File: src/rtl/core/rrn_pkg.sv
// Shared types, widths and constants for the RMS row normalizer.
package rrn_pkg;

    localparam int ROW_LEN_DEF = 64;
    localparam int STORE_DEPTH = 64;
    localparam int ADDR_W      = 6;
    localparam int CNT_W       = 7;
    localparam int SQ_W        = 31;
    localparam int SUM_W       = 37;
    localparam int EPS_W       = 32;
    localparam int PROD_W      = 32;
    localparam int DIV_N       = 38;
    localparam int DIV_D       = 20;
    localparam int DIV_CNT_W   = 6;
    localparam int RAD_W       = 38;
    localparam int ROOT_W      = 19;
    localparam int SQRT_CNT_W  = 5;

    localparam logic [EPS_W-1:0] EPS_RESET = 32'd17;
    localparam logic [15:0]      Y_MAX     = 16'h7FFF;
    localparam logic [15:0]      Y_MIN     = 16'h8000;

    typedef struct packed {
        logic signed [15:0] x_value;
        logic signed [15:0] weight_value;
        logic               row_end;
    } t_in_item;

    typedef struct packed {
        logic signed [15:0] y_value;
        logic               saturated;
        logic               row_last;
    } t_out_item;

    typedef enum logic [3:0] {
        ST_IDLE,
        ST_SQUARE,
        ST_ACCUM,
        ST_MEAN_GO,
        ST_MEAN_WAIT,
        ST_ROOT_GO,
        ST_ROOT_WAIT,
        ST_READ,
        ST_MUL,
        ST_DIV_GO,
        ST_DIV_WAIT,
        ST_EMIT
    } t_state;

endpackage

File: src/rtl/core/rms_row_normalizer.sv
// Top level of the RMS row normalizer: sequencer, row stores and output register.
//
// Usage: each input transaction on (i_valid, o_stall, i_in) carries one row element
// and its weight. The row closes on row_end or when ROW_LEN elements, or STORE_DEPTH if
// that is fewer, have arrived. Collecting an element passes through the square and
// accumulate states; o_stall is high while one is processed. At close, the
// divider takes the mean of squares and the square-root unit the root, each with
// its start and wait states. Then every element is read back, multiplied by its
// weight and divided by the root in the same divider, one bit per cycle. No input is
// taken until the last result of the row has been loaded into the output register.
// Results leave on (o_valid, i_stall, o_out), one output transaction per element.
// A stalled result holds in the output register; the sequencer waits for it to be
// taken before loading the next one. Epsilon is written via i_cfg_we/i_cfg_data;
// the user must do so only while the block is idle; the block does not enforce it.
// Reset (synchronous, active low) returns to idle, clears the running sum and count,
// empties the output register and sets epsilon to 17. The stores need no clearing.
module rms_row_normalizer #(
    parameter int ROW_LEN = rrn_pkg::ROW_LEN_DEF
) (
    input  logic                      i_clk,
    input  logic                      i_rst_n,
    input  logic                      i_valid,
    output logic                      o_stall,
    input  rrn_pkg::t_in_item         i_in,
    output logic                      o_valid,
    input  logic                      i_stall,
    output rrn_pkg::t_out_item        o_out,
    input  logic                      i_cfg_we,
    input  logic [rrn_pkg::EPS_W-1:0] i_cfg_data
);
    import rrn_pkg::*;

    t_state r_state;
    t_state n_state;

    logic [15:0] mem_x [STORE_DEPTH];
    logic [15:0] mem_w [STORE_DEPTH];

    logic [EPS_W-1:0]         r_eps;
    logic [CNT_W-1:0]         r_count;
    logic [SUM_W-1:0]         r_sum;
    logic signed [15:0]       r_x_in;
    logic                     r_close;
    logic [SQ_W-1:0]          r_sq;
    logic [ADDR_W-1:0]        r_idx;
    logic signed [15:0]       r_rd_x;
    logic signed [15:0]       r_rd_w;
    logic signed [PROD_W-1:0] r_prod;
    logic                     r_neg;
    logic [ROOT_W-1:0]        r_rms;
    logic                     r_out_valid;
    t_out_item                r_out;

    logic                     accept;
    logic [CNT_W-1:0]         count_inc;
    logic                     close;
    logic signed [PROD_W-1:0] sq_full;
    logic signed [PROD_W-1:0] prod_full;
    logic [PROD_W-1:0]        mag;
    logic                     div_start;
    logic                     div_busy;
    logic [DIV_N-1:0]         div_dvd;
    logic [DIV_D-1:0]         div_dvs;
    logic [DIV_N-1:0]         div_quot;
    logic                     sqrt_start;
    logic                     sqrt_busy;
    logic [RAD_W-1:0]         radicand;
    logic [ROOT_W-1:0]        root;
    logic                     out_free;
    logic                     last_elem;
    t_out_item                res;

    assign accept    = i_valid && (r_state == ST_IDLE);
    assign count_inc = r_count + 1'b1;
    assign close     = i_in.row_end || (count_inc >= CNT_W'(ROW_LEN)) ||
                       (count_inc >= CNT_W'(STORE_DEPTH));
    assign sq_full   = r_x_in * r_x_in;
    assign prod_full = r_rd_x * r_rd_w;
    assign mag       = r_prod[PROD_W-1] ? PROD_W'(-r_prod) : PROD_W'(r_prod);
    assign out_free  = !r_out_valid || !i_stall;
    assign last_elem = (CNT_W'(r_idx) + 1'b1) == r_count;

    // One divider serves both the mean of squares and every output element.
    assign div_dvd  = (r_state == ST_MEAN_GO) ? DIV_N'(r_sum) : DIV_N'(mag);
    assign div_dvs  = (r_state == ST_MEAN_GO) ? DIV_D'(r_count) : DIV_D'(r_rms);
    assign radicand = RAD_W'(div_quot + RAD_W'(r_eps));

    rrn_div u_div (
        .i_clk      (i_clk),
        .i_rst_n    (i_rst_n),
        .i_start    (div_start),
        .i_dividend (div_dvd),
        .i_divisor  (div_dvs),
        .o_busy     (div_busy),
        .o_quot     (div_quot)
    );

    rrn_sqrt u_sqrt (
        .i_clk      (i_clk),
        .i_rst_n    (i_rst_n),
        .i_start    (sqrt_start),
        .i_radicand (radicand),
        .o_busy     (sqrt_busy),
        .o_root     (root)
    );

    // Clamp the quotient magnitude and restore the sign.
    always_comb begin
        res.row_last = last_elem;
        if (r_neg) begin
            if (div_quot > DIV_N'(32768)) begin
                res.y_value   = Y_MIN;
                res.saturated = 1'b1;
            end else begin
                res.y_value   = 16'(16'd0 - div_quot[15:0]);
                res.saturated = 1'b0;
            end
        end else begin
            if (div_quot > DIV_N'(32767)) begin
                res.y_value   = Y_MAX;
                res.saturated = 1'b1;
            end else begin
                res.y_value   = div_quot[15:0];
                res.saturated = 1'b0;
            end
        end
    end

    always_comb begin
        n_state    = r_state;
        div_start  = 1'b0;
        sqrt_start = 1'b0;
        unique case (r_state)
            ST_IDLE: begin
                if (i_valid) begin
                    n_state = ST_SQUARE;
                end
            end
            ST_SQUARE: begin
                n_state = ST_ACCUM;
            end
            ST_ACCUM: begin
                n_state = r_close ? ST_MEAN_GO : ST_IDLE;
            end
            ST_MEAN_GO: begin
                div_start = 1'b1;
                n_state   = ST_MEAN_WAIT;
            end
            ST_MEAN_WAIT: begin
                if (!div_busy) begin
                    n_state = ST_ROOT_GO;
                end
            end
            ST_ROOT_GO: begin
                sqrt_start = 1'b1;
                n_state    = ST_ROOT_WAIT;
            end
            ST_ROOT_WAIT: begin
                if (!sqrt_busy) begin
                    n_state = ST_READ;
                end
            end
            ST_READ: begin
                n_state = ST_MUL;
            end
            ST_MUL: begin
                n_state = ST_DIV_GO;
            end
            ST_DIV_GO: begin
                div_start = 1'b1;
                n_state   = ST_DIV_WAIT;
            end
            ST_DIV_WAIT: begin
                if (!div_busy) begin
                    n_state = ST_EMIT;
                end
            end
            ST_EMIT: begin
                if (out_free) begin
                    n_state = last_elem ? ST_IDLE : ST_READ;
                end
            end
            default: begin
                n_state = ST_IDLE;
            end
        endcase
    end

    always_ff @(posedge i_clk) begin
        if (!i_rst_n) begin
            r_state <= ST_IDLE;
        end else begin
            r_state <= n_state;
        end
    end

    // Row stores, written on accept and read with a registered port.
    always_ff @(posedge i_clk) begin
        if (accept) begin
            mem_x[r_count[ADDR_W-1:0]] <= i_in.x_value;
            mem_w[r_count[ADDR_W-1:0]] <= i_in.weight_value;
        end
        r_rd_x <= mem_x[r_idx];
        r_rd_w <= mem_w[r_idx];
    end

    always_ff @(posedge i_clk) begin
        if (!i_rst_n) begin
            r_eps <= EPS_RESET;
        end else if (i_cfg_we) begin
            r_eps <= i_cfg_data;
        end
    end

    always_ff @(posedge i_clk) begin
        if (!i_rst_n) begin
            r_count <= '0;
            r_sum   <= '0;
            r_idx   <= '0;
        end else begin
            if (accept) begin
                r_count <= count_inc;
            end
            if (r_state == ST_ACCUM) begin
                r_sum <= r_sum + SUM_W'(r_sq);
            end
            if (r_state == ST_EMIT && out_free) begin
                if (last_elem) begin
                    r_count <= '0;
                    r_sum   <= '0;
                    r_idx   <= '0;
                end else begin
                    r_idx <= r_idx + 1'b1;
                end
            end
        end
    end

    always_ff @(posedge i_clk) begin
        if (accept) begin
            r_x_in  <= i_in.x_value;
            r_close <= close;
        end
        if (r_state == ST_SQUARE) begin
            r_sq <= sq_full[SQ_W-1:0];
        end
        if (r_state == ST_MUL) begin
            r_prod <= prod_full;
        end
        if (r_state == ST_DIV_GO) begin
            r_neg <= r_prod[PROD_W-1];
        end
        if (r_state == ST_ROOT_WAIT && !sqrt_busy) begin
            // A zero root can only come from a zero epsilon; it is taken as one.
            r_rms <= (root == '0) ? ROOT_W'(1) : root;
        end
    end

    always_ff @(posedge i_clk) begin
        if (!i_rst_n) begin
            r_out_valid <= 1'b0;
        end else if (r_state == ST_EMIT && out_free) begin
            r_out_valid <= 1'b1;
        end else if (!i_stall) begin
            r_out_valid <= 1'b0;
        end
    end

    always_ff @(posedge i_clk) begin
        if (r_state == ST_EMIT && out_free) begin
            r_out <= res;
        end
    end

    assign o_stall = (r_state != ST_IDLE);
    assign o_valid = r_out_valid;
    assign o_out   = r_out;

    a_rise_from_emit: assert property (@(posedge i_clk) disable iff (!i_rst_n)
        ($past(i_rst_n) && $rose(o_valid)) |-> $past(r_state) == ST_EMIT)
        else $error("output valid rose without a result being loaded");

    a_row_done_clears: assert property (@(posedge i_clk) disable iff (!i_rst_n)
        ($past(i_rst_n) && $past(r_state) == ST_EMIT && r_state == ST_IDLE)
        |-> (r_count == '0 && r_sum == '0 && o_out.row_last))
        else $error("row finished without clearing the accumulators");

    a_count_bound: assert property (@(posedge i_clk) disable iff (!i_rst_n)
        r_count <= CNT_W'(STORE_DEPTH))
        else $error("element count exceeds store depth");

    a_idle_units_free: assert property (@(posedge i_clk) disable iff (!i_rst_n)
        ($past(i_rst_n) && r_state == ST_IDLE) |-> (!div_busy && !sqrt_busy))
        else $error("arithmetic unit busy while idle");

endmodule

File: src/rtl/core/rrn_div.sv
// Iterative restoring divider, one quotient bit per cycle.
module rrn_div (
    input  logic                       i_clk,
    input  logic                       i_rst_n,
    input  logic                       i_start,
    input  logic [rrn_pkg::DIV_N-1:0]  i_dividend,
    input  logic [rrn_pkg::DIV_D-1:0]  i_divisor,
    output logic                       o_busy,
    output logic [rrn_pkg::DIV_N-1:0]  o_quot
);
    import rrn_pkg::*;

    logic [DIV_N-1:0]     r_quo;
    logic [DIV_D-1:0]     r_rem;
    logic [DIV_D-1:0]     r_dvs;
    logic [DIV_CNT_W-1:0] r_cnt;
    logic                 r_busy;

    logic [DIV_D:0] shifted;
    logic [DIV_D:0] diff;
    logic           ge;

    // The dividend shifts out of the top of r_quo while quotient bits enter at the bottom.
    assign shifted = {r_rem, r_quo[DIV_N-1]};
    assign ge      = shifted >= {1'b0, r_dvs};
    assign diff    = shifted - {1'b0, r_dvs};

    always_ff @(posedge i_clk) begin
        if (!i_rst_n) begin
            r_busy <= 1'b0;
            r_cnt  <= '0;
        end else if (i_start) begin
            r_busy <= 1'b1;
            r_cnt  <= DIV_CNT_W'(DIV_N - 1);
        end else if (r_busy) begin
            r_cnt <= r_cnt - 1'b1;
            if (r_cnt == '0) begin
                r_busy <= 1'b0;
            end
        end
    end

    always_ff @(posedge i_clk) begin
        if (i_start) begin
            r_quo <= i_dividend;
            r_rem <= '0;
            r_dvs <= i_divisor;
        end else if (r_busy) begin
            r_quo <= {r_quo[DIV_N-2:0], ge};
            r_rem <= ge ? diff[DIV_D-1:0] : shifted[DIV_D-1:0];
        end
    end

    assign o_busy = r_busy;
    assign o_quot = r_quo;

endmodule

File: src/rtl/core/rrn_sqrt.sv
// Iterative integer square root, one root bit per cycle.
module rrn_sqrt (
    input  logic                       i_clk,
    input  logic                       i_rst_n,
    input  logic                       i_start,
    input  logic [rrn_pkg::RAD_W-1:0]  i_radicand,
    output logic                       o_busy,
    output logic [rrn_pkg::ROOT_W-1:0] o_root
);
    import rrn_pkg::*;

    localparam int REM_W = ROOT_W + 1;

    logic [RAD_W-1:0]      r_rad;
    logic [REM_W-1:0]      r_rem;
    logic [ROOT_W-1:0]     r_root;
    logic [SQRT_CNT_W-1:0] r_cnt;
    logic                  r_busy;

    logic [REM_W+1:0] shifted;
    logic [REM_W+1:0] trial;
    logic [REM_W+1:0] diff;
    logic             ge;

    // Classic digit-by-digit method: bring down two radicand bits, try root*4+1.
    assign shifted = {r_rem, r_rad[RAD_W-1:RAD_W-2]};
    assign trial   = (REM_W + 2)'({r_root, 2'b01});
    assign ge      = shifted >= trial;
    assign diff    = shifted - trial;

    always_ff @(posedge i_clk) begin
        if (!i_rst_n) begin
            r_busy <= 1'b0;
            r_cnt  <= '0;
        end else if (i_start) begin
            r_busy <= 1'b1;
            r_cnt  <= SQRT_CNT_W'(ROOT_W - 1);
        end else if (r_busy) begin
            r_cnt <= r_cnt - 1'b1;
            if (r_cnt == '0) begin
                r_busy <= 1'b0;
            end
        end
    end

    always_ff @(posedge i_clk) begin
        if (i_start) begin
            r_rad  <= i_radicand;
            r_rem  <= '0;
            r_root <= '0;
        end else if (r_busy) begin
            r_rad  <= {r_rad[RAD_W-3:0], 2'b00};
            r_rem  <= ge ? diff[REM_W-1:0] : shifted[REM_W-1:0];
            r_root <= {r_root[ROOT_W-2:0], ge};
        end
    end

    assign o_busy = r_busy;
    assign o_root = r_root;

endmodule

File: config.mk
export PLATFORM = sky130hd
export DESIGN_NAME = rms_row_normalizer
export DESIGN_NICKNAME = d
export VERILOG_FILES = /design/src/rtl/core/rrn_pkg.sv /design/src/rtl/core/rms_row_normalizer.sv /design/src/rtl/core/rrn_div.sv /design/src/rtl/core/rrn_sqrt.sv
export SDC_FILE = /design/constraint.sdc
export NUM_CORES = 2
export LEC_CHECK = 0
export ABC_CLOCK_PERIOD_IN_PS = 7350
export BUFFER_PORTS_ARGS = -buffer_cell sky130_fd_sc_hd__buf_2
export CAP_MARGIN = 20
export CORE_MARGIN = 2
export CORE_UTILIZATION = 45
export CTS_BUF_LIST = sky130_fd_sc_hd__clkbuf_8
export DETAILED_ROUTE_END_ITERATION = 12
export PLACE_DENSITY = 0.61
export SLEW_MARGIN = 30
export SYNTH_ARGS = -nofsm -noshare
export SYNTH_HDL_FRONTEND = slang
export SYNTH_SLANG_ARGS = --single-unit
File: constraint.sdc
create_clock -name i_clk -period 7.35 [get_ports i_clk]
set_clock_uncertainty 0.15 [all_clocks]
set_input_delay 0.3675 -clock i_clk [delete_from_list [all_inputs] [get_ports i_clk]]
set_output_delay 0.3675 -clock i_clk [all_outputs]
set_load 0.03 [all_outputs]
Word level (Yosys, flattened, before mapping)

Memories as Yosys holds them, arrays and structs flattened. A register that Yosys moved wholly into a read port is not among the register bits.
Cells that the tools add are included.

Flip-flop bits (word level): 373
Bits in latches: 0
Memory bits (writable): 2,048
Memory bits (read-only): 0
Output and inout port bits: 20
Logic and storage cells: 130
Memories: 2

Memory list:

| memory | depth | bits a word | read ports | clocked after memory_dff | write ports | line                     | RTL |
|---|---|---|---|---|---|---|---|
| mem_w  | 64    | 16          | 1          | 1                        | 1           | rms_row_normalizer.sv:37 | `logic [15:0] mem_w [STORE_DEPTH];` |
| mem_x  | 64    | 16          | 1          | 1                        | 1           | rms_row_normalizer.sv:36 | `logic [15:0] mem_x [STORE_DEPTH];` |

Add/sub/neg operators: 11
Multipliers: 2
Divide/modulo/power cells: 0
Magnitude comparators: 5
Equal/unequal tests: 18
Shift operators: 0
Multiplexer cells: 43
Bitwise logic cells: 1
Reductions and logical operators: 20

Operators with widths:

| operator                                                        | number |
|---|---|
| 2-to-1 mux 38 bit                                               | 4 |
| 2-to-1 mux 37 bit                                               | 4 |
| 2-to-1 mux 17 bit                                               | 3 |
| case mux 4 bit (12 select lines)                                | 1 |
| 2-to-1 mux 20 bit                                               | 2 |
| subtractor 20 bit                                               | 2 |
| adder 38 x 32 -> 38 bit                                         | 1 |
| greater-than comparator 38 x 15 -> 1 bit, second input constant | 1 |
| greater-than comparator 38 x 16 -> 1 bit, second input constant | 1 |
| adder 37 x 31 -> 37 bit                                         | 1 |
| multiplier 16 x 16 -> 32 bit                                    | 1 |
| 2-to-1 mux 32 bit                                               | 1 |
| negator 32 bit                                                  | 1 |
| multiplier 16 x 16 -> 31 bit                                    | 1 |
| 2-to-1 mux 7 bit                                                | 4 |
| >= comparator 22 x 21 -> 1 bit                                  | 1 |
| >= comparator 21 x 20 -> 1 bit                                  | 1 |
| 2-to-1 mux 4 bit                                                | 5 |
| logical NOT 19 bit                                              | 1 |
| 2-to-1 mux 6 bit                                                | 3 |
| == test 4 x 3 -> 1 bit, second input constant                   | 4 |
| == test 4 bit, second input constant                            | 4 |
| subtractor 1 x 16 -> 16 bit, first input constant               | 1 |
| 2-to-1 mux 1 bit                                                | 12 |
| other kinds (25)                                                | 40 |

Logic depth before layout (Yosys ltp)

Depth in word-level cells: 5
Depth in mapped cells: 25
Depth with buffers taken out: 24

Hierarchy

Synthesis repeated with hierarchy kept, for this count alone.

Cells, all modules: 7,282
Area total of the unflattened synthesis: 118,548.7 sq um

Modules (own cells, without submodules):

| module             | times used | cells an instance | area an instance (sq um) | seq. area each (sq um) |
|---|---|---|---|---|
| rms_row_normalizer | 1          | 6,386             | 109,163.4                | 67,394.6 |
| rrn_div            | 1          | 456               | 4,839.6                  | 2,282.2 |
| rrn_sqrt           | 1          | 440               | 4,545.6                  | 2,042.0 |

Worst setup path before layout

No wires, ideal clock.

Path kind: register to register
Start: register r_rd_x[15] (read register of mem_x)
End: register r_prod[31], data pin
Setup time: 259 ps
Arrival: 6,158 ps
Slack: 783 ps
Cell stages (with the launch flop): 21
Period minus slack after synthesis: 6,567 ps
Cells stage by stage: dfxtp_1 > clkbuf_1 > nand2_1 > inv_1 > fa_1 > fa_1 > fa_1 > fa_1 > fa_1 > inv_1 > fa_1 > inv_1 > ha_1 > a21o_1 > or4b_2 > o21ai_0 > a21oi_1 > a211oi_1 > o21bai_1 > a21oi_1 > xnor2_1

Longest elaborated chain between the ends: 1

Ends and longest elaborated chain:

| what                         | line                      | RTL |
|---|---|---|
| from (decl)                  | rms_row_normalizer.sv:46  | `logic signed [15:0] r_rd_x;` |
| multiplier 16 x 16 -> 32 bit | rms_row_normalizer.sv:78  | `assign prod_full = r_rd_x * r_rd_w;` |
| named net prod_full[31]      | rms_row_normalizer.sv:58  | `logic signed [PROD_W-1:0] prod_full;` |
| to (signal assigned)         | rms_row_normalizer.sv:248 | `r_prod <= prod_full;` |
| to (decl)                    | rms_row_normalizer.sv:48  | `logic signed [PROD_W-1:0] r_prod;` |

The timed path passes the listed nets, and every way through them passes these cells.
A chain may end at the register's enable or synchronous reset.

Final worst setup path

Start: register r_x_in[15]
End: register r_sq[30], data pin

Longest elaborated chain between the ends: 1

Ends and longest elaborated chain:

| what                         | line                      | RTL |
|---|---|---|
| from (decl)                  | rms_row_normalizer.sv:42  | `logic signed [15:0] r_x_in;` |
| from (signal assigned)       | rms_row_normalizer.sv:241 | `r_x_in <= i_in.x_value;` |
| multiplier 16 x 16 -> 31 bit | rms_row_normalizer.sv:77  | `assign sq_full = r_x_in * r_x_in;` |
| named net sq_full[30]        | rms_row_normalizer.sv:57  | `logic signed [PROD_W-1:0] sq_full;` |
| to (signal assigned)         | rms_row_normalizer.sv:245 | `r_sq <= sq_full[SQ_W-1:0];` |
| to (decl)                    | rms_row_normalizer.sv:44  | `logic [SQ_W-1:0] r_sq;` |

The timed path passes the listed nets, and every way through them passes these cells.

==> flow_summary_export.csv <==
group,metric,value,unit
critical_path,reg2reg_slack,560,ps
global_route,track_usage,21.54,%
critical_path,critPathRequiredTime,7850,ps
critical_path,end_kind,"flop",
power_and_ir_drop,p_leak,46.13,nW
critical_path,worstReg2RegStart,"r_x_in[15]$_DFFE_PP_",
placement,io_buffers,89,
timing,worst_pin_slew,991.9,ps
clock_network,cts_max_path_buffers,4,
detailed_routing,routed-via-count,63350,
detailed_routing,first_iter_violations,5917,
global_route,grt_overflow,0,
final_layout,fin_nets,8453,
critical_path,cp.buffers_inverters,6,
clock_network,clk_pin_slew,70,ps
synthesis,yosysSeqAreaShare,61.30,%
critical_path,setup.worst_path.end,"r_sq[30]$_DFFE_PP_",
critical_path,arrival,7290,ps
clock_network,clk-insertion-delay-late,1060,ps
critical_path,crit_fanout,6,
global_route,grt_pass1_wl,424900,um
placement,routabilityCongestion,0.8647,
clock_network,cts_tree,"yes",
critical_path,setup.worst_path.class,"reg2reg",
final_layout,fillers,21400,
power_and_ir_drop,ir_drop,1286,uV
final_layout,drive_gt1_share,19.46,%
placement,dp_hpwl,177600,um
floorplanning,start_util,45.15,%
critical_path,cpMostUsedCell,"fa_1",
detailed_routing,wl_per_cell,24.99,um
critical_path,critPathLaunchType,"flop",
synthesis,ys_warn_count,0,
detailed_routing,ant_nets,0,
detailed_routing,first_pass_iters,5,
synthesis,synth_seq_cells,2451,
timing,setup_viol_count_final,0,
floorplanning,pin_count,90,
power_and_ir_drop,power.density,459.8,mW/mm^2
critical_path,critPathTopFamily,"adder cells",
detailed_routing,avgViaCountPerCell,5.589,
clock_network,cts.root.buffer_cell,"clkbuf_8",
synthesis,synth_edf_count,2260,
global_route,grt_max_degree,129,
floorplanning,die-area,0.2640,mm^2
critical_path,crit_cells,22,
floorplanning,rows,187,
critical_path,crit_chain,"inv_1 -> nor2_1 -> fa_1 -> inv_1 -> fa_1 -> inv_1 -> fa_1 -> fa_1 -> fa_1 -> inv_1 -> fa_1 -> inv_1 -> ha_1 -> a211oi_1 -> and3_1 -> a41oi_1 -> a31oi_1 -> buf_4 -> o21ai_0 -> a21boi_0 -> o21bai_1 -> xnor2_1",
synthesis,synth-main-ff-cell,"edfxtp_1",
critical_path,cpPeakStageDelay,560,ps
clock_network,numCtsBuffers,404,
global_route,grt_pass1_vias,66700,
critical_path,reg2reg_depth,22,
clock_network,cts_sinks,2451,
synthesis,syn-cell-area,0.1169,mm^2
global_route,grt_antenna_before_repair,10,
min_path,hold_path_class,"in2reg",
final_layout,fin_util,50.64,%
timing,post-route-period-util,92.44,%
critical_path,cpMaxStageDelayCell,"fa_1",
timing,hold_viol,0,
synthesis,syn_inst,7129,
detailed_routing,totalWireLength,283200,um
floorplanning,die_h,513.8,um
clock_network,htree_num_levels,5,
timing,max_freq,0.1472,GHz
timing,min_period,6794,ps
job,cap_violations,0,
floorplanning,die_w,513.8,um
synthesis,syn_nets,7973,
run_status,status,"completed",
final_layout,areaGrowthSynthToFinish,12.16,%
synthesis,synth.distinct_cells,76,
synthesis,synth-async-reset-ratio,0,%
timing,rsz0062_at_grt,"false",
critical_path,crit_start,"r_x_in[15]$_DFFE_PP_",
critical_path,timing.rr.end,"r_sq[30]$_DFFE_PP_",
timing,finalMaxSlewViolations,0,
floorplanning,coreArea,0.2590,mm^2
detailed_routing,drc,0,
timing,relSlewSlack,33.71,%
synthesis,avgSynthCellArea,16.40,um^2
timing,fin_tns_setup,0,ps
sequential cells by signal (all words and copies together) (netlist names), 5 cells and up:
name	cells
u_sqrt.r_rad	38
u_div.r_dvs	19
u_sqrt.r_rem	20
mem_w	1024
u_sqrt.r_cnt	5
r_eps	32
r_sq	30
r_count	7
u_div.o_quot	38
r_idx	6
o_out	18
r_x_in	16
r_rms	19
r_sum	37
r_prod	32
r_rd_x	16
u_div.r_cnt	6
u_div.r_rem	20
mem_x	1024
r_rd_w	16
u_sqrt.o_root	19
metal layers:
| layer | wire length, um | global-route usage, % | vias to the layer above |
|---|---|---|---|
| li1 | - | - | 27730 |
| met1 | 118300 | 29.02 | 33290 |
| met2 | 142500 | 36.82 | 1896 |
| met3 | 15880 | 2.932 | 424 |
| met4 | 6515 | 5.783 | 2 |
| met5 | 12 | 0 | - |
Yosys cell counts (all sizes together), types with 46 or more instances:
master	instances	area share, %
edfxtp	2260	58
inv	696	2.2
mux4	672	13
fa	492	8.4
nand2	423	1.4
nor2	294	0.94
ha	282	3.0
clkbuf	253	0.81
o21ai	196	0.84
dfxtp	191	3.3
a21oi	186	0.80
and2	178	0.95
xnor2	129	0.97
xor2	86	0.64
a21o	70	0.45
mux2i	67	0.57
buf	65	0.21
nor2b	64	0.34
nand3	46	0.20
per-stage QoR:
step	cell area [um^2]	setup slack (ps)	hold slack [ps]	power, W	instances
floorplan	116900	782.8	297.9	0.04185	7129
global placement	122300	555.0	323.7	0.04889	10460
detailed placement	122400	425.9	328.8	0.04959	10460
CTS	131100	375.1	51.29	0.06073	11320
global route	131200	24.49	117.7	0.06562	11330
finish	131200	555.5	173.4	0.06031	11330
cells by family after synthesis:
kind of cell	count (synthesis)	synth area share (%)
DFF	2451	61.30
and+or+nand+nor	1206	4.927
muxes	741	13.53
adders and majority gates	774	11.44
xor gates and xnor gates	215	1.610
buffers and inverters	1016	3.262
AOI/OAI and AO/OA	726	3.929
layout make-up:
class	count	area [um^2]	share of cell area, %
well taps	3402	4257	3.245
clock inverters	309	1572	1.198
flip-flops and latches	2451	71720	54.67
clock buffers	412	5670	4.323
repair buffers	392	3302	2.517
inverters	698	2620	1.997
multi-input cells	3662	42020	32.03
diodes	8	20.02	0.01526
placed cells by master, fill, tap and decap left out, types with 42 or more instances in the layout:
cell type	n
clkinv_2	51
mux2i_1	67
and2_1	177
dfxtp_1	178
a21oi_1	186
nand3_1	42
buf_4	173
nor2_1	225
buf_2	66
nand2_1	421
nor2b_1	64
dlygate4sd3_1	141
xnor2_1	129
clkinv_1	106
o21ai_0	194
mux4_2	672
fa_1	492
ha_1	282
edfxtp_1	2260
a21o_1	70
nor2_4	66
inv_1	819
clkbuf_8	412
xor2_1	86
worst register-to-register path, stage by stage, from the launching register on:
cell and delay (ps):
edfxtp_1 390, inv_1 200, nor2_1 120, fa_1 540
inv_1 70, fa_1 560, inv_1 370, fa_1 520
fa_1 500, fa_1 500, inv_1 50, fa_1 470
inv_1 40, ha_1 310, a211oi_1 410, and3_1 240
a41oi_1 50, a31oi_1 190, buf_4 160, o21ai_0 110
a21boi_0 240, o21bai_1 100, xnor2_1 140
power breakdown:
part / leakage (nW) / internal (W) / switching (W)
sequential: 21.9 / 0.0173 / 0.000300
combinational: 20.1 / 0.0139 / 0.0180
clock: 4.17 / 0.00549 / 0.00539
total: 46.1 / 0.0366 / 0.0237
worst min path at each step:
stage	start	endpoint	depth (start not counted)	slack, ps
finish	i_in[0]	r_close$_DFFE_PP_	3	170
detailed placement	r_sum[9]$_SDFF_PN0_	r_sum[9]$_SDFF_PN0_	2	330
floorplan	r_x_in[0]$_DFFE_PP_	r_sq[0]$_DFFE_PP_	0	300
CTS	i_in[0]	r_close$_DFFE_PP_	3	50
global route	i_in[0]	r_close$_DFFE_PP_	3	120
global placement	r_sum[31]$_SDFF_PN0_	r_sum[31]$_SDFF_PN0_	2	320
timing repair:
action | 4_1_cts | 5_1_grt
hold endpoints to repair | 2131 | 0
resized for setup | 0 | 6
hold buffers | 141 | 0
buffers inserted | 0 | 0
endpoints found under the setup margin | 0 | 2
Note: power is estimated with default switching activity, not from simulation.
